[config.mk]
export PLATFORM = sky130hd
export DESIGN_NAME = dkf_ram
export DESIGN_NICKNAME = d
export VERILOG_FILES = /design/src/sv/dkf_ram.sv
export SDC_FILE = /design/constraint.sdc
export NUM_CORES = 1
export LEC_CHECK = 0
export BUFFER_PORTS_ARGS = -buffer_cell sky130_fd_sc_hd__buf_2
export CAP_MARGIN = 20
export CORE_MARGIN = 2
export CORE_UTILIZATION = 55
export CTS_CLUSTER_DIAMETER = 40
export DETAILED_ROUTE_END_ITERATION = 10
export GPL_TIMING_DRIVEN = 0
export PLACE_DENSITY = 0.71
export SLEW_MARGIN = 10
export SYNTH_ARGS = -nofsm -noshare
export SYNTH_HDL_FRONTEND = slang
export SYNTH_SLANG_ARGS = --single-unit
[constraint.sdc]
create_clock -name clk -period 4 [get_ports clk]
set_clock_uncertainty 0.15 [all_clocks]
set_input_delay 0.8 -clock clk [delete_from_list [all_inputs] [get_ports clk]]
set_output_delay 0.8 -clock clk [all_outputs]
set_load 0.005 [all_outputs]
[src/sv/dkf_ram.sv]
// ----------------------------------------------------------------------------
// Generic RAM
// One write port and one read port with registered read data.
// ----------------------------------------------------------------------------
`timescale 1ns / 1ps
`default_nettype none

module dkf_ram #(
  parameter int WIDTH = 32,
  parameter int DEPTH = 32
) (
  input  wire logic                     clk,
  input  wire logic                     we,
  input  wire logic [$clog2(DEPTH)-1:0] waddr,
  input  wire logic [WIDTH-1:0]         wdata,
  input  wire logic [$clog2(DEPTH)-1:0] raddr,
  output logic      [WIDTH-1:0]         rdata
);

  logic [WIDTH-1:0] mem [DEPTH];

  always_ff @(posedge clk) begin
    if (we) begin
      mem[waddr] <= wdata;
    end
    rdata <= mem[raddr];
  end

endmodule

`default_nettype wire

==> results.json <==
{
  "status": "finished, final reports clean",
  "clockBufferDepth": 3,
  "gr-usage-all-layers_pct": 25.6,
  "grt_overflow": 0,
  "worst_skew_pair.late_latency_ns": 0.68,
  "relSlewSlack_pct": 24.9,
  "dp_hpwl_mm": 61.2,
  "syn_nets": 2304,
  "crit_fanout": 10,
  "antenna_found_initial": 4,
  "cts_num_sinks": 1056,
  "routabilityCongestion": 0.874,
  "synth.area.top_cells": "edfxtp_1, mux2i_1, a22oi_1, dfxtp_1, a22o_1",
  "port_buffers": 74,
  "vdd_drop_max_v": 0.000342,
  "dieHeight_um": 275,
  "nFillCells": 4845,
  "finalCriticalPeriod_ns": 2.79,
  "power_mw": 25.0,
  "postRouteAntennaNets": 0,
  "final_common_cell": "edfxtp_1",
  "end_kind": "register",
  "drv_cap": 0,
  "hold_path_class": "reg2reg",
  "p_per_area_mw_per_mm2": 529,
  "post_cts_resize_count": 0,
  "crit_required_ns": 4.32,
  "grt_pass1_wl_mm": 141,
  "hold_depth": 4,
  "yosysSeqAreaShare_pct": 77.5,
  "num_io_pins": 76,
  "max_freq_ghz": 0.358,
  "leakage_nw": 16.6,
  "whs_ns": 0.467,
  "worstRegToRegCells": 5,
  "dp.cells": 3325,
  "stdcell_count": 3553,
  "synth_area_mm2": 0.0405,
  "viasPerCell": 6.13,
  "fp.dieW_um": 275,
  "layout_common_cells": "edfxtp_1, mux2i_1, clkbuf_16",
  "synth.avg_cell_area_um2": 17.9,
  "drt_first_pass_iters": 5,
  "critPathLaunchType": "input port",
  "cp_cell_sequence": "buf_2, and2b_1, buf_4, clkbuf_1, a22oi_1, a31oi_1, nand3_1",
  "post_drt_wl_per_cell_um": 27.2,
  "reg2reg_slack_ns": 2.06,
  "layout.nets": 2531,
  "drtIter0Drc": 2498,
  "cts_root_buffer": "clkbuf_16",
  "clk_pin_slew_ns": 0.06,
  "cp_slowest_cell": "clkbuf_1",
  "synth_top_area_cell": "edfxtp_1",
  "drive_gt1_share_pct": 16.1,
  "cts_tree": "done",
  "finalMaxSlewViolations": 0,
  "cp_data_arrival_time_ns": 3.11,
  "ys_ff_latch": 1056,
  "tightest_slew_ns": 1.13,
  "vias": 21800,
  "fp-row-count": 99,
  "grt_pass1_vias": 22300,
  "final_util_pct": 64.7,
  "coreArea_mm2": 0.0730,
  "synth_top_area_share_pct": 76.0,
  "setup_viol_count_final": 0,
  "slowest_delay_ns": 0.62,
  "rsz0062_at_grt": "no",
  "cts_setup_buffers": 0,
  "grt_max_degree": 33,
  "initial_utilization_pct": 55.5,
  "htree_levels": 3,
  "syn_inst": 2260,
  "final_cell_area_mm2": 0.0472,
  "holdBufCountCts": 0,
  "dieArea_mm2": 0.0758,
  "syn_to_final_growth_pct": 16.6,
  "r2r-start": "mem[2][6]",
  "yosysWarningCount": 0,
  "period_share_pct": 69.8,
  "holdCritStartpoint": "mem[26][29]",
  "hold_viol": 0,
  "numCtsBuffers": 119,
  "synth.distinct_cells": 25,
  "finalWirelength_mm": 96.8,
  "drc": 0,
  "r2r_end": "rdata[6]",
  "path_class": "in2reg",
  "placed_cell_area_mm2": 0.0430,
  "min_to": "rdata[29]"
}
[how the worst max path moves through the flow]
| stage | start | end | slack [ns] | cells past startpoint |
|---|---|---|---|---|
| global route | raddr[1] | rdata[11] | 1.15 | 8 |
| detailed placement | raddr[2] | rdata[12] | 0.69 | 7 |
| finish | raddr[2] | rdata[12] | 1.21 | 7 |
| floorplan | waddr[1] | mem[12][0] | 0.62 | 3 |
| CTS | raddr[2] | rdata[12] | 1.34 | 7 |
| global placement | waddr[1] | mem[16][18] | -1.03 | 4 |
[worst max-delay path: cells and delay by family]
family / cells / cell delay (ns)
compound gates: 2 / 0.82
buf+inv: 3 / 0.95
simple gates: 2 / 0.52
[power by group]
part | internal, mW | leakage [nW] | total [mW] | switching, mW
Sequential | 12.3 | 9.49 | 12.3 | 0.0416
Clock | 7.00 | 2.05 | 11.4 | 4.38
Combinational | 0.395 | 5.09 | 1.24 | 0.841
Total | 19.7 | 16.6 | 25.0 | 5.27
[metal layers]
layer  vias to the layer above  track usage [%]  wire length [um]
li1                       9461                -                 -
met2                      1063             42.6             47600
met1                     11100             34.6             38200
met3                       197             3.83              7890
met5                         -                0                12
met4                         2             9.36              2980
[cell families (layout without fill, tap and decap cells)]
family	Yosys count	after routing	share of synthesized area, %
flops	1056	1056	77.5
mux	512	512	12.7
compound gates	288	288	4.85
simple gates	277	277	3.10
buf+inv	127	457	1.86
other cells	0	4	0
[Yosys cell counts]
library cell and number:
and2b_1 1, clkbuf_4 2, a22oi_1 96, buf_4 33, buf_2 26, buf_1 5, nand3b_1 5, nor2b_1 1
edfxtp_1 1024, or3b_2 3, nand3_1 98, nand2b_1 2, or3_1 1, nor2_1 34, mux2i_1 512, dfxtp_1 32
nand2_1 98, or2_2 1, a21oi_1 96, clkbuf_1 46, a22o_1 64, and2_1 1, a31oi_1 32, buf_6 15
nor3_1 32
[sequential cells by signal, indices dropped and copies added, names as in the netlist]
signal / flops
rdata: 32
mem: 1024
[per-stage QoR]
step | setup TNS, ns | setup slack, ns
6_report | 0 | 1.21
5_1_grt | 0 | 1.15
2_1_floorplan | 0 | 0.616
4_1_cts | 0 | 1.34
3_3_place_gp | -635.01 | -1.03
3_5_place_dp | 0 | 0.693
[final cells by class]
type	instances	area (um^2)	area share [%]
Clock inverter	79	997	2.11
Sequential cell	1056	31400	66.5
Buffer	127	753	1.60
Tap cell	959	1200	2.54
Timing Repair Buffer	106	1060	2.24
Clock buffer	145	3220	6.82
Multi-Input combinational cell	1077	8580	18.2
Antenna cell	4	10.0	0.0212
Note: power is estimated with default switching activity, not from simulation.
