`src/sv/dkf_pkg.sv`:
```
// ----------------------------------------------------------------------------
// Depth Kalman filter package
// Shared widths, memory map, datapath term and write-back types.
// ----------------------------------------------------------------------------
`timescale 1ns / 1ps
`default_nettype none

package dkf_pkg;

  localparam int RAM_DEPTH = 32;
  localparam int RAM_AW    = 5;
  localparam int DATA_W    = 32;
  localparam int F_FRAC    = 16;
  localparam int RECIP_FRAC = 23;

  localparam logic [RAM_AW-1:0] MEAN_BASE = 5'd0;
  localparam logic [RAM_AW-1:0] COV_BASE  = 5'd3;
  localparam logic [RAM_AW-1:0] A_BASE    = 5'd12;

  typedef enum logic [1:0] {
    SH_NONE = 2'd0,
    SH_F    = 2'd1,
    SH_R    = 2'd2,
    SH_C    = 2'd3
  } shift_t;

  typedef enum logic [1:0] {
    DST_RAM  = 2'd0,
    DST_GAIN = 2'd1,
    DST_OUT  = 2'd2
  } dst_t;

  typedef struct packed {
    logic               vld;
    logic signed [32:0] opa;
    logic               use_y;
    shift_t             sh;
    logic               neg;
    logic               first;
    logic               last;
    logic signed [32:0] init;
    dst_t               kind;
    logic [RAM_AW-1:0]  dst;
  } term_t;

  typedef struct packed {
    logic               vld;
    dst_t               kind;
    logic [RAM_AW-1:0]  dst;
    logic signed [31:0] data;
    logic               clip;
  } wb_t;

endpackage

`default_nettype wire

```
`src/sv/dkf_mac.sv`:
```
// ----------------------------------------------------------------------------
// Depth Kalman filter multiply-accumulate pipeline
// Multiply, round and shift where a shift is selected, and accumulate, then saturate to 32 bits on the last term.
// ----------------------------------------------------------------------------
`timescale 1ns / 1ps
`default_nettype none

module dkf_mac #(
  parameter int COV_FRAC_BITS = 24
) (
  input  wire logic               clk,
  input  wire logic               rst,
  input  wire dkf_pkg::term_t     term,
  input  wire logic signed [31:0] rdata,
  input  wire logic signed [31:0] y,
  output dkf_pkg::wb_t            wb
);

  localparam logic signed [67:0] HALF_F = 68'sd1 <<< (dkf_pkg::F_FRAC - 1);
  localparam logic signed [67:0] HALF_R = 68'sd1 <<< (dkf_pkg::RECIP_FRAC - 1);
  localparam logic signed [67:0] HALF_C = 68'sd1 <<< (COV_FRAC_BITS - 1);
  localparam logic signed [67:0] MAX32  = 68'sd2147483647;
  localparam logic signed [67:0] MIN32  = -68'sd2147483648;

  dkf_pkg::term_t     d1, d2, d3;
  logic signed [64:0] prod;
  logic signed [67:0] acc;
  logic signed [32:0] opb;
  logic signed [67:0] pe, rnd, base, addend, init_ext;

  always_comb begin
    opb = d1.use_y ? {y[31], y} : {rdata[31], rdata};
  end

  always_comb begin
    pe       = $signed({{3{prod[64]}}, prod});
    init_ext = $signed({{35{d2.init[32]}}, d2.init});
    case (d2.sh)
      dkf_pkg::SH_NONE: rnd = pe;
      dkf_pkg::SH_F:    rnd = (pe + HALF_F) >>> dkf_pkg::F_FRAC;
      dkf_pkg::SH_R:    rnd = (pe + HALF_R) >>> dkf_pkg::RECIP_FRAC;
      dkf_pkg::SH_C:    rnd = (pe + HALF_C) >>> COV_FRAC_BITS;
      default:          rnd = pe;
    endcase
    base   = d2.first ? init_ext : acc;
    addend = d2.neg ? -rnd : rnd;
  end

  always_ff @(posedge clk) begin
    if (rst) begin
      d1 <= '0;
      d2 <= '0;
      d3 <= '0;
    end else begin
      d1 <= term;
      d2 <= d1;
      d3 <= d2;
    end
  end

  always_ff @(posedge clk) begin
    prod <= d1.opa * opb;
    if (d2.vld) begin
      acc <= base + addend;
    end
  end

  always_comb begin
    wb.vld  = d3.vld & d3.last;
    wb.kind = d3.kind;
    wb.dst  = d3.dst;
    if (acc > MAX32) begin
      wb.data = 32'sh7fffffff;
      wb.clip = 1'b1;
    end else if (acc < MIN32) begin
      wb.data = 32'sh80000000;
      wb.clip = 1'b1;
    end else begin
      wb.data = acc[31:0];
      wb.clip = 1'b0;
    end
  end

endmodule

`default_nettype wire

```
`config.mk`:
```
export PLATFORM = sky130hd
export DESIGN_NAME = dkf_mac
export DESIGN_NICKNAME = d
export VERILOG_FILES = /design/src/sv/dkf_pkg.sv /design/src/sv/dkf_mac.sv
export SDC_FILE = /design/constraint.sdc
export NUM_CORES = 2
export LEC_CHECK = 0
export ABC_CLOCK_PERIOD_IN_PS = 17900
export BUFFER_PORTS_ARGS = -buffer_cell sky130_fd_sc_hd__buf_2
export CELL_PAD_IN_SITES_DETAIL_PLACEMENT = 0
export CELL_PAD_IN_SITES_GLOBAL_PLACEMENT = 1
export CORE_MARGIN = 1.5
export CORE_UTILIZATION = 55
export DETAILED_ROUTE_END_ITERATION = 8
export PLACE_DENSITY_LB_ADDON = 0.3
export SKIP_CTS_REPAIR_TIMING = 1
export SLEW_MARGIN = 5
export SYNTH_ARGS = -nofsm -noshare
export SYNTH_HDL_FRONTEND = slang
export SYNTH_SLANG_ARGS = --single-unit
```
`constraint.sdc`:
```
create_clock -name clk -period 17.9 [get_ports clk]
set_input_delay 1.79 -clock clk [delete_from_list [all_inputs] [get_ports clk]]
set_output_delay 1.79 -clock clk [all_outputs]
set_load 0.01 [all_outputs]
```
==> results.toml <==
[worst_hold_path]
holdPathEnd = "d2[2]"
min_path_type = "flop to flop"
hold_path_depth = 1
worstHoldStart = "d1[2]"

[final_layout]
fillers = 9178
diodes = 0
areaGrowthSynthToFinish_pct = 5.12
seqCellArea_mm2 = 0.00608
final_cell_mix = "1217 x inv_1, 1137 x fa_1, 744 x nand2_1, 563 x and2_1, 285 x ha_1"
multi_input_area_mm2 = 0.0447
drive_above_1_share = 0.0700
nets = 7827
layout_commonest_cell = "inv_1"

[clock_tree]
cts_max_level = 2
numCtsBuffers = 36
clk_latency_ns = 0.62
root_buffer = "clkbuf_16"
cts_num_sinks = 268
cts_tree = "built"
cts.path.max_buffers = 3
path_clk_slew_ns = 0.05

[worst_setup_path]
slowest_delay_ns = 0.58
ff2ff_setup_slack_ns = 8.27
slowest_stage = "fa_1"
cp_data_required_time_ns = 18.44
reg2reg_to = "prod[63]"
path_class = "input port to flop"
cp_max_fo = 33
crit_path_start_kind = "input port"
cp-end-kind = "flop"
worstPathArrival_ns = 10.46
critPathMostFrequentCell = "fa_1"
timing.rr.start = "d1[45]"
rr_worst_depth = 29

[synthesis]
synth_cells = 6338
synth_edf_count = 68
synthFlopType = "dfxtp_1"
syn_avg_cell_area_um2 = 8.95
synth.distinct_cells = 92
yosysWarnings = 0
syn-num-nets = 7906
synthArstFlopShare = 0
syn_area_mm2 = 0.0567
synth_top_cell_by_area = "fa_1"
ys_seq_area_frac = 0.107
synthTopCellsByArea = "fa_1 40%, inv_1 8.1%, dfxtp_1 7.1%"
yosysTopAreaCellShare = 0.401
ys_seq_elements = 268

[placed_design]
gp_congestion = 0.967
detailed_place_hpwl_mm = 124
numPortBuffers = 186

[timing]
rsz0062_at_grt = "false"
finalHoldViolCount = 0
finalSetupTns_ns = 0
maxSlewHeadroom = 0.198
setup_viol = 0
finalClockSkew_ns = 0.0493
tightest_slew_ns = 1.19
max_clock_freq_mhz = 101
slew_violations = 0
finalCriticalPeriod_ns = 9.92
whs_ns = 0.431
period_share = 0.554

[die]
row_count = 117
start_util = 0.556
ios = 187
dieWidth_um = 324
die_y_um = 324
dieArea_mm2 = 0.105
core_mm2 = 0.102

[routing]
drt_wl_total_mm = 162
dr.pass1.iters = 6
wl_per_cell_um = 21.1
drc = 0
routed_via_density = 5.68
drtIter0Drc = 3410
ant_nets = 0
vias = 43500

[global_routing]
grt_pass1_vias = 45300
grt.overflow.total = 0
grt_max_degree = 83
grt_pass1_wl_mm = 255
grt_use_total = 0.315
antenna_found_initial = 1

[status]
status = "finished, final reports clean"

[job]
cap_violations = 0
critical path, delay by kind of cell:
family | cells | cell delay (ns)
muxes | 1 | 0.54
and+or+nand+nor | 5 | 0.91
xor gates and xnor gates | 1 | 0.16
AOI/OAI and AO/OA | 6 | 2.04
buffers and inverters | 7 | 0.44
adders and majority gates | 9 | 4.53
layer usage:
layer  up-vias  track usage  wire length, µm
met5         -            0                9
met4         2        0.102             5700
met3       383       0.0722            15700
met2      1964        0.489            70800
met1     21700        0.438            69200
li1      19400            -                -
cell usage after synthesis, drive strengths merged, types with 157 or more instances:
| library cell | count |
|---|---|
| fa | 1137 |
| ha | 285 |
| a21oi | 157 |
| nor2b | 158 |
| inv | 1217 |
| clkbuf | 309 |
| xnor2 | 175 |
| nand2 | 744 |
| o21ai | 171 |
| and2 | 564 |
| dfxtp | 200 |
| nor2 | 171 |
sequential cells by signal, summed over array words and instances (netlist names):
name  cells
d1       80
prod     65
d3        2
wb        7
acc      68
d2       46
cell families after synthesis:
group | count (synthesis) | share of synthesized area
xor+xnor | 272 | 0.0420
flops | 268 | 0.107
buf+inv | 1577 | 0.106
mux | 85 | 0.0189
compound gates | 655 | 0.0747
fa+ha+maj | 1422 | 0.464
simple gates | 2059 | 0.188
area by class of cell:
class | count | area share
Timing Repair Buffer | 243 | 0.0229
Clock buffer | 50 | 0.0167
Inverter | 1217 | 0.0766
Sequential cell | 268 | 0.102
Clock inverter | 16 | 0.00386
Multi-Input combinational cell | 4493 | 0.749
Tap cell | 1368 | 0.0287
through the flow:
stage / utilization / std cells / setup WS [ns] / cell area [µm²]
detailed placement: 0.572 / 7589 / 7.38 / 58400
finish: 0.584 / 7655 / 7.98 / 59600
global placement: 0.572 / 7589 / 7.52 / 58400
CTS: 0.584 / 7655 / 8.00 / 59600
floorplan: - / 6338 / 8.11 / 56700
global route: 0.584 / 7655 / 7.50 / 59600
how the worst max path moves through the flow:
stage	startpoint	to	slack, ns	depth (start not counted)
CTS	y[1]	prod[63]	8.00	29
floorplan	y[2]	prod[61]	8.11	28
global route	y[0]	prod[64]	7.50	29
finish	y[1]	prod[63]	7.98	29
detailed placement	y[1]	prod[63]	7.38	29
global placement	y[0]	prod[63]	7.52	29
Power is not shown: default switching activity piles up to over one toggle a cycle in this logic, so the estimate is an artifact.
