===== config.mk =====
export PLATFORM = sky130hd
export DESIGN_NAME = dkf_div
export DESIGN_NICKNAME = d
export VERILOG_FILES = /design/src/sv/dkf_div.sv
export SDC_FILE = /design/constraint.sdc
export NUM_CORES = 1
export LEC_CHECK = 0
export BUFFER_PORTS_ARGS = -buffer_cell sky130_fd_sc_hd__buf_2
export CAP_MARGIN = 20
export CORE_MARGIN = 2
export CORE_UTILIZATION = 52
export DETAILED_ROUTE_END_ITERATION = 10
export GPL_ROUTABILITY_DRIVEN = 0
export PLACE_DENSITY_LB_ADDON = 0.25
export SETUP_SLACK_MARGIN = 0.02
export SLEW_MARGIN = 10
export SYNTH_ARGS = -nofsm -noshare
export SYNTH_HDL_FRONTEND = slang
export SYNTH_SLANG_ARGS = --single-unit

===== constraint.sdc =====
create_clock -name clk -period 3 [get_ports clk]
set_input_delay 0.6 -clock clk [delete_from_list [all_inputs] [get_ports clk]]
set_output_delay 0.6 -clock clk [all_outputs]
set_load 0.005 [all_outputs]

===== src/sv/dkf_div.sv =====
// ----------------------------------------------------------------------------
// Depth Kalman filter divider
// Restoring unsigned divider, one quotient bit per cycle.
// ----------------------------------------------------------------------------
`timescale 1ns / 1ps
`default_nettype none

module dkf_div #(
  parameter int NUM_W = 48,
  parameter int DEN_W = 33
) (
  input  wire logic             clk,
  input  wire logic             rst,
  input  wire logic             start,
  input  wire logic [NUM_W-1:0] num,
  input  wire logic [DEN_W-1:0] den,
  output logic                  busy,
  output logic                  done,
  output logic      [NUM_W-1:0] quo
);

  localparam int CW = $clog2(NUM_W);

  logic [DEN_W-1:0] rem;
  logic [DEN_W-1:0] den_r;
  logic [NUM_W-1:0] num_r;
  logic [CW-1:0]    cnt;
  logic [DEN_W:0]   trial;
  logic             qbit;

  always_comb begin
    trial = {rem, num_r[NUM_W-1]};
    qbit  = (trial >= {1'b0, den_r});
  end

  always_ff @(posedge clk) begin
    if (rst) begin
      busy <= 1'b0;
      done <= 1'b0;
    end else begin
      done <= 1'b0;
      if (start) begin
        busy <= 1'b1;
      end else if (busy && cnt == '0) begin
        busy <= 1'b0;
        done <= 1'b1;
      end
    end
  end

  always_ff @(posedge clk) begin
    if (start) begin
      rem   <= '0;
      den_r <= den;
      num_r <= num;
      quo   <= '0;
      cnt   <= CW'(NUM_W - 1);
    end else if (busy) begin
      if (qbit) begin
        rem <= DEN_W'(trial - {1'b0, den_r});
      end else begin
        rem <= trial[DEN_W-1:0];
      end
      quo   <= {quo[NUM_W-2:0], qbit};
      num_r <= {num_r[NUM_W-2:0], 1'b0};
      cnt   <= cnt - 1'b1;
    end
  end

endmodule

`default_nettype wire


==> results of run 1 <==
-- placed cells by master, fill, tap and decap left out, types with 11 or more instances in the layout --
master / synthesis / layout
buf_4: 0 / 35
mux2_2: 49 / 49
edfxtp_1: 81 / 81
a21oi_1: 35 / 32
mux2i_1: 62 / 62
o21ai_0: 22 / 21
nor2_1: 95 / 94
ha_1: 34 / 32
nand2_1: 43 / 39
xnor2_1: 16 / 16
a211oi_1: 23 / 22
nand2b_1: 13 / 13
buf_2: 5 / 132
inv_1: 44 / 41
dfxtp_1: 89 / 88
nand3_1: 11 / 11
clkbuf_16: 0 / 21
xor2_1: 12 / 12
-- per-layer routing --
| layer | up-vias | wire [um] | global-route usage [%] |
|---|---|---|---|
| li1 | 3151 | - | - |
| met1 | 2970 | 8410 | 26.5 |
| met2 | 141 | 8920 | 34.5 |
| met3 | 20 | 1120 | 6.73 |
| met4 | 0 | 273 | 7.25 |
| met5 | - | 0 | 0 |
-- critical path: cells and delay by family (launching register included) --
family	cells	cell delay, ns
buffers and inverters	3	0.29
adder cells (fa/ha/maj)	2	0.52
multiplexers	2	0.45
AO/OA/AOI/OAI	3	0.82
flip-flops	1	0.41
AND/OR/NAND/NOR	4	0.39
-- metrics by stage --
step | worst slack, ns | setup TNS (ns) | instances
6_report | -0.0219 | -0.0219 | 1174
5_1_grt | -0.154 | -2.86 | 1174
4_1_cts | 0.0508 | 0 | 1166
3_5_place_dp | -0.101 | -0.131 | 1132
3_3_place_gp | 0.0471 | 0 | 1132
2_1_floorplan | 0.142 | 0 | 788
-- flip-flops by register name (all words and copies together) (netlist names) --
signal,cells
busy,1
num_r,48
rem,33
cnt,6
den_r,33
quo,48
done,1
-- cell usage after synthesis, drive strengths merged, types with 4 or more instances --
library cell and count:
a211oi 24, a21o 8, a21oi 37, a311oi 7, and2 6, and3 6
buf 14, clkbuf 24, dfxtp 89, edfxtp 81, ha 34, inv 44
mux2 50, mux2i 62, nand2 43, nand2b 13, nand3 12, nand4 9
nor2 96, nor3 7, o211ai 6, o21a 4, o21ai 29, o21bai 5
o31ai 8, xnor2 16, xor2 12
-- power breakdown --
group	switching [mW]	total, mW	internal, mW
Clock	1.04	2.30	1.26
Combinational	0.532	0.986	0.455
Sequential	0.0658	2.65	2.59
-- worst paths after layout --
check,endpoint,slack [ns],depth (start not counted)
worst min register to register,done$_SDFF_PP0_,0.49,1
worst min-delay path,den_r[31]$_DFFE_PP_,0.34,1
worst max-delay path,rem[11]$_SDFFE_PP0P_,-0.02,14
worst max register to register,rem[11]$_SDFFE_PP0P_,-0.02,14
-- final cells by class --
type	count	area [um2]	share of cell area, %
sequential	170	4220	40.5
clock buffer	20	500	4.81
tap	216	270	2.60
timing repair buffer	174	1040	9.97
inverter	44	165	1.59
clock inverter	12	135	1.30
multi-input combinational	538	4080	39.2
-- repair_timing --
item                                    CTS  global route
gates cloned                              0             3
pin swaps                                 6            40
endpoints found under the setup margin    2            27
setup buffers                             2             5
gates resized for setup                   2            31
-- cell families (layout without fill, tap and decap cells) --
family                   count (synthesis)  after routing  share of synthesized area, %
flip-flops                             170            170                          49.6
adder cells (fa/ha/maj)                 35             35                          5.25
XOR/XNOR                                28             28                          2.89
multiplexers                           112            112                          13.9
AO/OA/AOI/OAI                          151            151                          13.0
buffers and inverters                   82            250                          3.88
AND/OR/NAND/NOR                        210            212                          11.4
==> impl_metrics.yaml, run 1 <==
timing:
  worst_slack_ns: -0.0219
  rsz0062_at_grt: "true"
  fin_crit_sh_pct: 101
  final-max-slew-violation-count: 0
  hold_violations: 0
  fin_hold_ws_ns: 0.338
  fin_skew_ns: 0.00654
  maxSlewHeadroom_pct: 58.6
  setup_viol: 1
  tightestPinTransition_ns: 0.620
  period_minus_slack_ns: 3.02
  timing.fmax_ghz: 0.331
worst_setup_path:
  cp_common_cell: "inv_2"
  required_ns: 3.30
  worstPathCellList: "inv_2 -> ha_4 -> inv_2 -> fa_2 -> a211oi_4 -> buf_4 -> nor2_2 -> o31ai_4 -> nand3_2 -> a31oi_4 -> nor2_4 -> mux2_4 -> mux2i_1 -> nor2_1"
  start_kind: "flop"
  crit_type: "flop to flop"
  reg2reg_from: "num_r[47]$_DFFE_PP_"
  crit_slowest_cell: "edfxtp_1"
  crit_fanout: 7
  max_stage_delay_ns: 0.41
  crit_start: "num_r[47]$_DFFE_PP_"
  critPathArrivalTime_ns: 3.33
  crit_path_end_kind: "flop"
global_route:
  grt_usage_pct: 21.1
  grt_max_degree: 105
  antenna_found_initial: 0
  grt_pass1_vias: 6120
  grt_pass1_wl_um: 29700
  gr-total-overflow: 0
floorplanning:
  io_pins: 134
  die_w_um: 132
  core_mm2: 0.0159
  dieArea_mm2: 0.0174
  dieHeight_um: 132
  floorplan.initialDensity_pct: 53.3
  row_count: 46
logic_synthesis:
  synth_area_leaders: "edfxtp_1, dfxtp_1, mux2i_1"
  syn_nets: 907
  synth_seq_cells: 170
  yosys_warnings: 0
  synthFlopType: "dfxtp_1"
  syn_area_per_cell_um2: 10.8
  syn_area_mm2: 0.00849
  synth_edf_count: 81
  seq_area_frac_synth_pct: 49.6
  syn_inst: 788
  ys_types: 68
  synth_area_leader_cell: "edfxtp_1"
  synth_top_area_share_pct: 28.6
  async_reset_ff_share_pct: 0
route:
  postRouteAntennaNets: 0
  routed_wl_um: 18700
  dr.pass1.iters: 4
  vias: 6282
  remaining_drc_errors: 0
  wire_per_inst_um: 15.9
  dr.first_iter.drc_count: 324
  via_per_inst: 5.35
cts:
  cts.htree.levels: 4
  cts_made_buffers: 17
  clock_latency_ns: 0.43
  hold_buffers: 0
  ctsLongestPathBuffers: 2
  root_buffer: "clkbuf_16"
  cts.sinks: 170
  cts_tree: "done"
  clk_pin_slew_ns: 0.07
place:
  io_buffers: 133
  placed_cell_area_mm2: 0.00955
  dp_hpwl_um: 12300
job:
  maxCapViolCount: 0
final_layout:
  area_growth_pct: 22.6
  final_core_util_pct: 65.3
  fill_cells: 1296
  drive_above_1_share_pct: 31.2
  antenna_cells: 0
  design_area_mm2: 0.0104
  finalNetCount: 1064
power_and_ir_drop:
  leakagePower_nw: 4.39
  p_total_mw: 5.94
  power_density_mw_per_mm2: 571
  ir_drop_uv: 445
min_path:
  min_from: "den[31]"
  min_path_type: "input port to flop"
status:
  status: "complete, but fails checks"
  violations: "negative setup slack"
Power figures use the tool's default switching activity.
==> run 2: changes to the inputs <==
--- a/config.mk
+++ b/config.mk
@@ -11,7 +11,7 @@
 export CORE_UTILIZATION = 52
 export DETAILED_ROUTE_END_ITERATION = 10
 export GPL_ROUTABILITY_DRIVEN = 0
-export PLACE_DENSITY_LB_ADDON = 0.25
+export PLACE_DENSITY = 0.79
 export SETUP_SLACK_MARGIN = 0.02
 export SLEW_MARGIN = 10
 export SYNTH_ARGS = -nofsm -noshare
==> run 2 against run 1 <==
The run now ends clean. Non-clock buffer count decreased by 13. Die area is the same. Critical endpoint is now rem[27]$_SDFFE_PP0P_. Global-route usage fell by 0.24 points. Clock power shrank 8%. Cell count decreased by 1.2%. Core utilization down 1.9 points. Routed wire length down 3.4%. Setup slack better by 0.14 ns. Worst hold slack better by 0.0076 ns. Power down 4.6%. Critical path depth is the same. Cell area is 2.9% lower.
==> impl_metrics.yaml, run 2 (synthesis gave the netlist of run 1 again) <==
power_and_ir_drop:
  power_density_mw_per_mm2: 561
  p_total_mw: 5.67
  ir_drop_uv: 462
  leakagePower_nw: 4.26
global_route:
  grt_pass1_vias: 6304
  gr-total-overflow: 0
  antenna_found_initial: 1
  grt_usage_pct: 20.9
  grt_pass1_wl_um: 29600
  grt_max_degree: 84
final_layout:
  drive_above_1_share_pct: 28.3
  finalNetCount: 1050
  area_growth_pct: 19.0
  layout_commonest_cell: "buf_2"
  antenna_cells: 0
  design_area_mm2: 0.0101
  layout_common_cells: "buf_2, nor2_1, dfxtp_1"
  reg.largest.list: "num_r (48), quo (48)"
  fill_cells: 1283
  final_core_util_pct: 63.4
timing:
  rsz0062_at_grt: "true"
  final-max-slew-violation-count: 0
  worst_slack_ns: 0.116
  setup_viol: 0
  period_minus_slack_ns: 2.88
  tightestPinTransition_ns: 0.687
  timing.fmax_ghz: 0.347
  maxSlewHeadroom_pct: 54.2
  fin_skew_ns: 0.00892
  fin_crit_sh_pct: 96.1
  hold_violations: 0
cts:
  ctsLongestPathBuffers: 2
  cts_tree: "done"
  cts_made_buffers: 17
  hold_buffers: 0
  cts.htree.levels: 4
  clk_pin_slew_ns: 0.07
  clock_latency_ns: 0.42
  cts.sinks: 170
  root_buffer: "clkbuf_16"
floorplanning:
  dieArea_mm2: 0.0174
  row_count: 46
  floorplan.initialDensity_pct: 53.3
  dieHeight_um: 132
  core_mm2: 0.0159
  die_w_um: 132
  io_pins: 134
worst_setup_path:
  required_ns: 3.33
  crit_path_end_kind: "flop"
  crit_type: "flop to flop"
  crit_fanout: 8
  critPathArrivalTime_ns: 3.21
  start_kind: "flop"
place:
  pre_cts_ws_ns: 0.0568
  io_buffers: 133
  placed_cell_area_mm2: 0.00945
  dp_hpwl_um: 12500
job:
  maxCapViolCount: 0
route:
  postRouteAntennaNets: 0
  routed_wl_um: 18100
  remaining_drc_errors: 0
  vias: 6312
  dr.pass1.iters: 4
  wire_per_inst_um: 15.6
  dr.first_iter.drc_count: 343
  via_per_inst: 5.44
min_path:
  min_path_type: "input port to flop"
status:
  status: "finished, final reports clean"
[run 2: routing by layer]
layer  routed length (um)  up-vias  global-route usage, %
met5                   13        -                      0
met4                  338        2                   6.82
met3                 1160       30                   7.88
met2                 8610      134                   34.5
met1                 7950     3006                   25.2
li1                     -     3140                      -
[run 2: power by group]
group          switching [mW]  internal, mW  total, mW
registers              0.0686          2.59       2.66
logic                   0.491         0.409      0.900
clock network           0.976          1.13       2.11
[run 2: worst max-delay path, cell delays in order, from the launching register on]
cell,delay (ns)
edfxtp_1,0.40
inv_1,0.09
ha_2,0.18
inv_2,0.04
fa_2,0.37
a211oi_2,0.23
nor2_1,0.09
o31ai_2,0.32
nand3_2,0.15
a31oi_4,0.22
nor2_4,0.12
buf_4,0.15
nand3_1,0.07
o21ai_1,0.08
a2111oi_2,0.29
[run 2: timing repair]
item / in CTS / in global routing
resized for setup: 1 / 8
pin swaps: 1 / 18
endpoints found under the setup margin: 2 / 30
gates cloned: 0 / 1
setup buffers: 0 / 8
[run 2: final timing paths]
path / from / to / slack (ns) / cells past startpoint
worst max-delay path: num_r[47]$_DFFE_PP_ / rem[27]$_SDFFE_PP0P_ / 0.12 / 14
worst min-delay path: den[7] / den_r[7]$_DFFE_PP_ / 0.35 / 1
worst max register to register: num_r[47]$_DFFE_PP_ / rem[27]$_SDFFE_PP0P_ / 0.12 / 14
worst min register to register: cnt[4]$_SDFFE_PP0P_ / cnt[4]$_SDFFE_PP0P_ / 0.48 / 2
[run 2: layout make-up]
| type | count | area (um2) | area share, % |
|---|---|---|---|
| sequential | 170 | 4220 | 41.7 |
| multi-input combinational | 537 | 3990 | 39.4 |
| timing repair buffer | 161 | 907 | 8.98 |
| clock buffer | 20 | 458 | 4.53 |
| tap | 216 | 270 | 2.67 |
| inverter | 44 | 165 | 1.63 |
| clock inverter | 12 | 101 | 1.00 |
[run 2: stage by stage]
stage          hold WS (ns)  cells  TNS [ns]
2_1_floorplan         0.442    788         0
3_3_place_gp          0.462   1119         0
3_5_place_dp          0.474   1119         0
4_1_cts               0.326   1151         0
5_1_grt               0.324   1160    -0.197
6_report              0.345   1160         0
==> run 3: changes to the inputs <==
--- a/config.mk
+++ b/config.mk
@@ -8,10 +8,11 @@
 export BUFFER_PORTS_ARGS = -buffer_cell sky130_fd_sc_hd__buf_2
 export CAP_MARGIN = 20
 export CORE_MARGIN = 2
-export CORE_UTILIZATION = 52
+export CORE_UTILIZATION = 53
+export CTS_BUF_LIST = sky130_fd_sc_hd__clkbuf_4
 export DETAILED_ROUTE_END_ITERATION = 10
 export GPL_ROUTABILITY_DRIVEN = 0
-export PLACE_DENSITY = 0.79
+export PLACE_DENSITY = 0.8
 export SETUP_SLACK_MARGIN = 0.02
 export SLEW_MARGIN = 10
 export SYNTH_ARGS = -nofsm -noshare
==> run 3 against run 2 <==
Sequential power hardly changed. Clock skew up 0.017 ns. Global-route usage up 0.084 points. Via count is 0.38% lower. Die area is 1.8% lower. Critical path type unchanged. Core utilization down 0.77 points. Largest power group unchanged. Highest routed layer unchanged. Power fell by 12%.
==> impl_metrics.yaml, run 3 (synthesis gave the netlist of run 1 again) <==
status:
  status: "finished, final reports clean"
min_path:
  min_path_type: "input port to flop"
global_route:
  grt_usage_pct: 20.9
  grt_pass1_wl_um: 28400
  antenna_found_initial: 4
  grt_max_degree: 68
  grt_pass1_vias: 5998
  gr-total-overflow: 0
cts:
  root_buffer: "clkbuf_4"
  cts_made_buffers: 17
  clk_pin_slew_ns: 0.16
  ctsLongestPathBuffers: 2
  cts.sinks: 170
  cts.htree.levels: 4
  clock_latency_ns: 0.58
  cts_tree: "done"
final_layout:
  finalNetCount: 1046
  drive_above_1_share_pct: 28.8
  design_area_mm2: 0.00987
  fill_cells: 1310
  reg.largest.list: "num_r (48), quo (48)"
  area_growth_pct: 16.3
  layout_common_cells: "buf_2, nor2_1, dfxtp_1"
  seq_area_mm2: 0.00422
  layout_commonest_cell: "buf_2"
  multiInputGateArea_mm2: 0.00401
  instances_no_fill: 1158
route:
  dr.first_iter.drc_count: 293
  vias: 6288
  via_per_inst: 5.43
  postRouteAntennaNets: 0
  dr.pass1.iters: 5
  routed_wl_um: 17800
  remaining_drc_errors: 0
  wire_per_inst_um: 15.3
place:
  io_buffers: 133
  dp_hpwl_um: 12300
  placed_cell_area_mm2: 0.00941
  dp_cells: 1116
  pre_cts_ws_ns: -0.0273
floorplanning:
  dieHeight_um: 131
  io_pins: 134
  dieArea_mm2: 0.0170
  core_mm2: 0.0158
  floorplan.initialDensity_pct: 53.8
  die_w_um: 131
  row_count: 46
worst_setup_path:
  start_kind: "flop"
  crit_path_end_kind: "flop"
  required_ns: 3.44
  critPathArrivalTime_ns: 3.36
  crit_fanout: 6
  crit_type: "flop to flop"
timing:
  fin_crit_sh_pct: 97.3
  timing.fmax_ghz: 0.343
  setup_viol: 0
  final-max-slew-violation-count: 0
  hold_violations: 0
  fin_tns_setup_ns: 0
  tightestPinTransition_ns: 0.721
  worst_slack_ns: 0.0810
  rsz0062_at_grt: "true"
  fin_skew_ns: 0.0259
  maxSlewHeadroom_pct: 51.9
  period_minus_slack_ns: 2.92
power_and_ir_drop:
  power_switching_mw: 1.50
  p_seq_share_pct: 53.4
  ir_drop_uv: 366
  leakagePower_nw: 4.14
  p_sw_share_pct: 30.2
  power_density_mw_per_mm2: 504
  combPwrFrac_pct: 18.2
  p_int_mw: 3.48
  clock_power_share_pct: 28.4
job:
  maxCapViolCount: 0
## run 3: cell types whose count changed in the layout (fill, tap and decap cells not counted), moves of 2 or more
cell       delta
inv_6         -2
a211oi_1      -2
clkbuf_4     +17
clkbuf_16    -18
clkbuf_1      -2
buf_4         -6
buf_6         +2
diode_2       +2
clkinv_8      +6
## run 3: repair_timing
item / CTS / global route
endpoints found under the hold margin: 0 / 0
hold buffers: 0 / 0
resized for setup: 1 / 17
cloned: 0 / 1
buffers inserted: 4 / 3
setup endpoints to repair: 13 / 31
pin swaps: 5 / 27
## run 3: cell type report
type	instances	share of cell area (%)
antenna	2	0.0507
inverter	44	1.67
multi-input combinational	537	40.6
timing repair buffer	157	8.91
sequential	170	42.7
tap	216	2.74
clock inverter	15	2.05
clock buffer	17	1.29
## run 3: final timing paths
path / from / endpoint / slack (ns) / cells past startpoint
worst max-delay path: num_r[47]$_DFFE_PP_ / rem[11]$_SDFFE_PP0P_ / 0.08 / 13
worst min-delay path: rst / busy$_SDFFE_PP0P_ / 0.16 / 2
worst max register to register: num_r[47]$_DFFE_PP_ / rem[11]$_SDFFE_PP0P_ / 0.08 / 13
worst min register to register: cnt[5]$_SDFFE_PP1P_ / done$_SDFF_PP0_ / 0.48 / 1
## run 3: power by group through the flow
stage | Sequential (mW) | Combinational [mW] | Clock [mW]
after floorplan | 2.68 | 0.656 | 0
after global placement | 2.70 | 0.849 | 0
after detailed placement | 2.71 | 0.862 | 0
after CTS | 2.66 | 0.872 | 1.46
after global routing | 2.67 | 1.00 | 1.55
final | 2.66 | 0.906 | 1.41
## run 3: routing by layer
metal  global-route usage (%)  wire length, um  up-vias
met2                     34.8             8590      163
met5                        0               13        -
met3                     7.53             1170       32
met1                     25.6             7620     2961
met4                     6.45              374        2
li1                         -                -     3130
## run 3: stage by stage
step | hold slack (ns) | power, mW | utilization (%)
2_1_floorplan | 0.442 | 3.33 | -
3_3_place_gp | 0.463 | 3.55 | 59.7
3_5_place_dp | 0.468 | 3.57 | 59.7
4_1_cts | 0.117 | 4.99 | 62.0
5_1_grt | 0.109 | 5.22 | 62.6
6_report | 0.163 | 4.98 | 62.6
## run 3: critical path, cell delays in order (launching register included)
cell and delay [ns]:
edfxtp_1 0.42, inv_1 0.08, ha_2 0.19, inv_2 0.04
fa_2 0.38, a211oi_4 0.27, nor2_1 0.10, o31ai_2 0.25
nand3_2 0.15, a31oi_4 0.25, nor2_4 0.12, mux2_1 0.33
mux2i_1 0.15, nor2_1 0.05
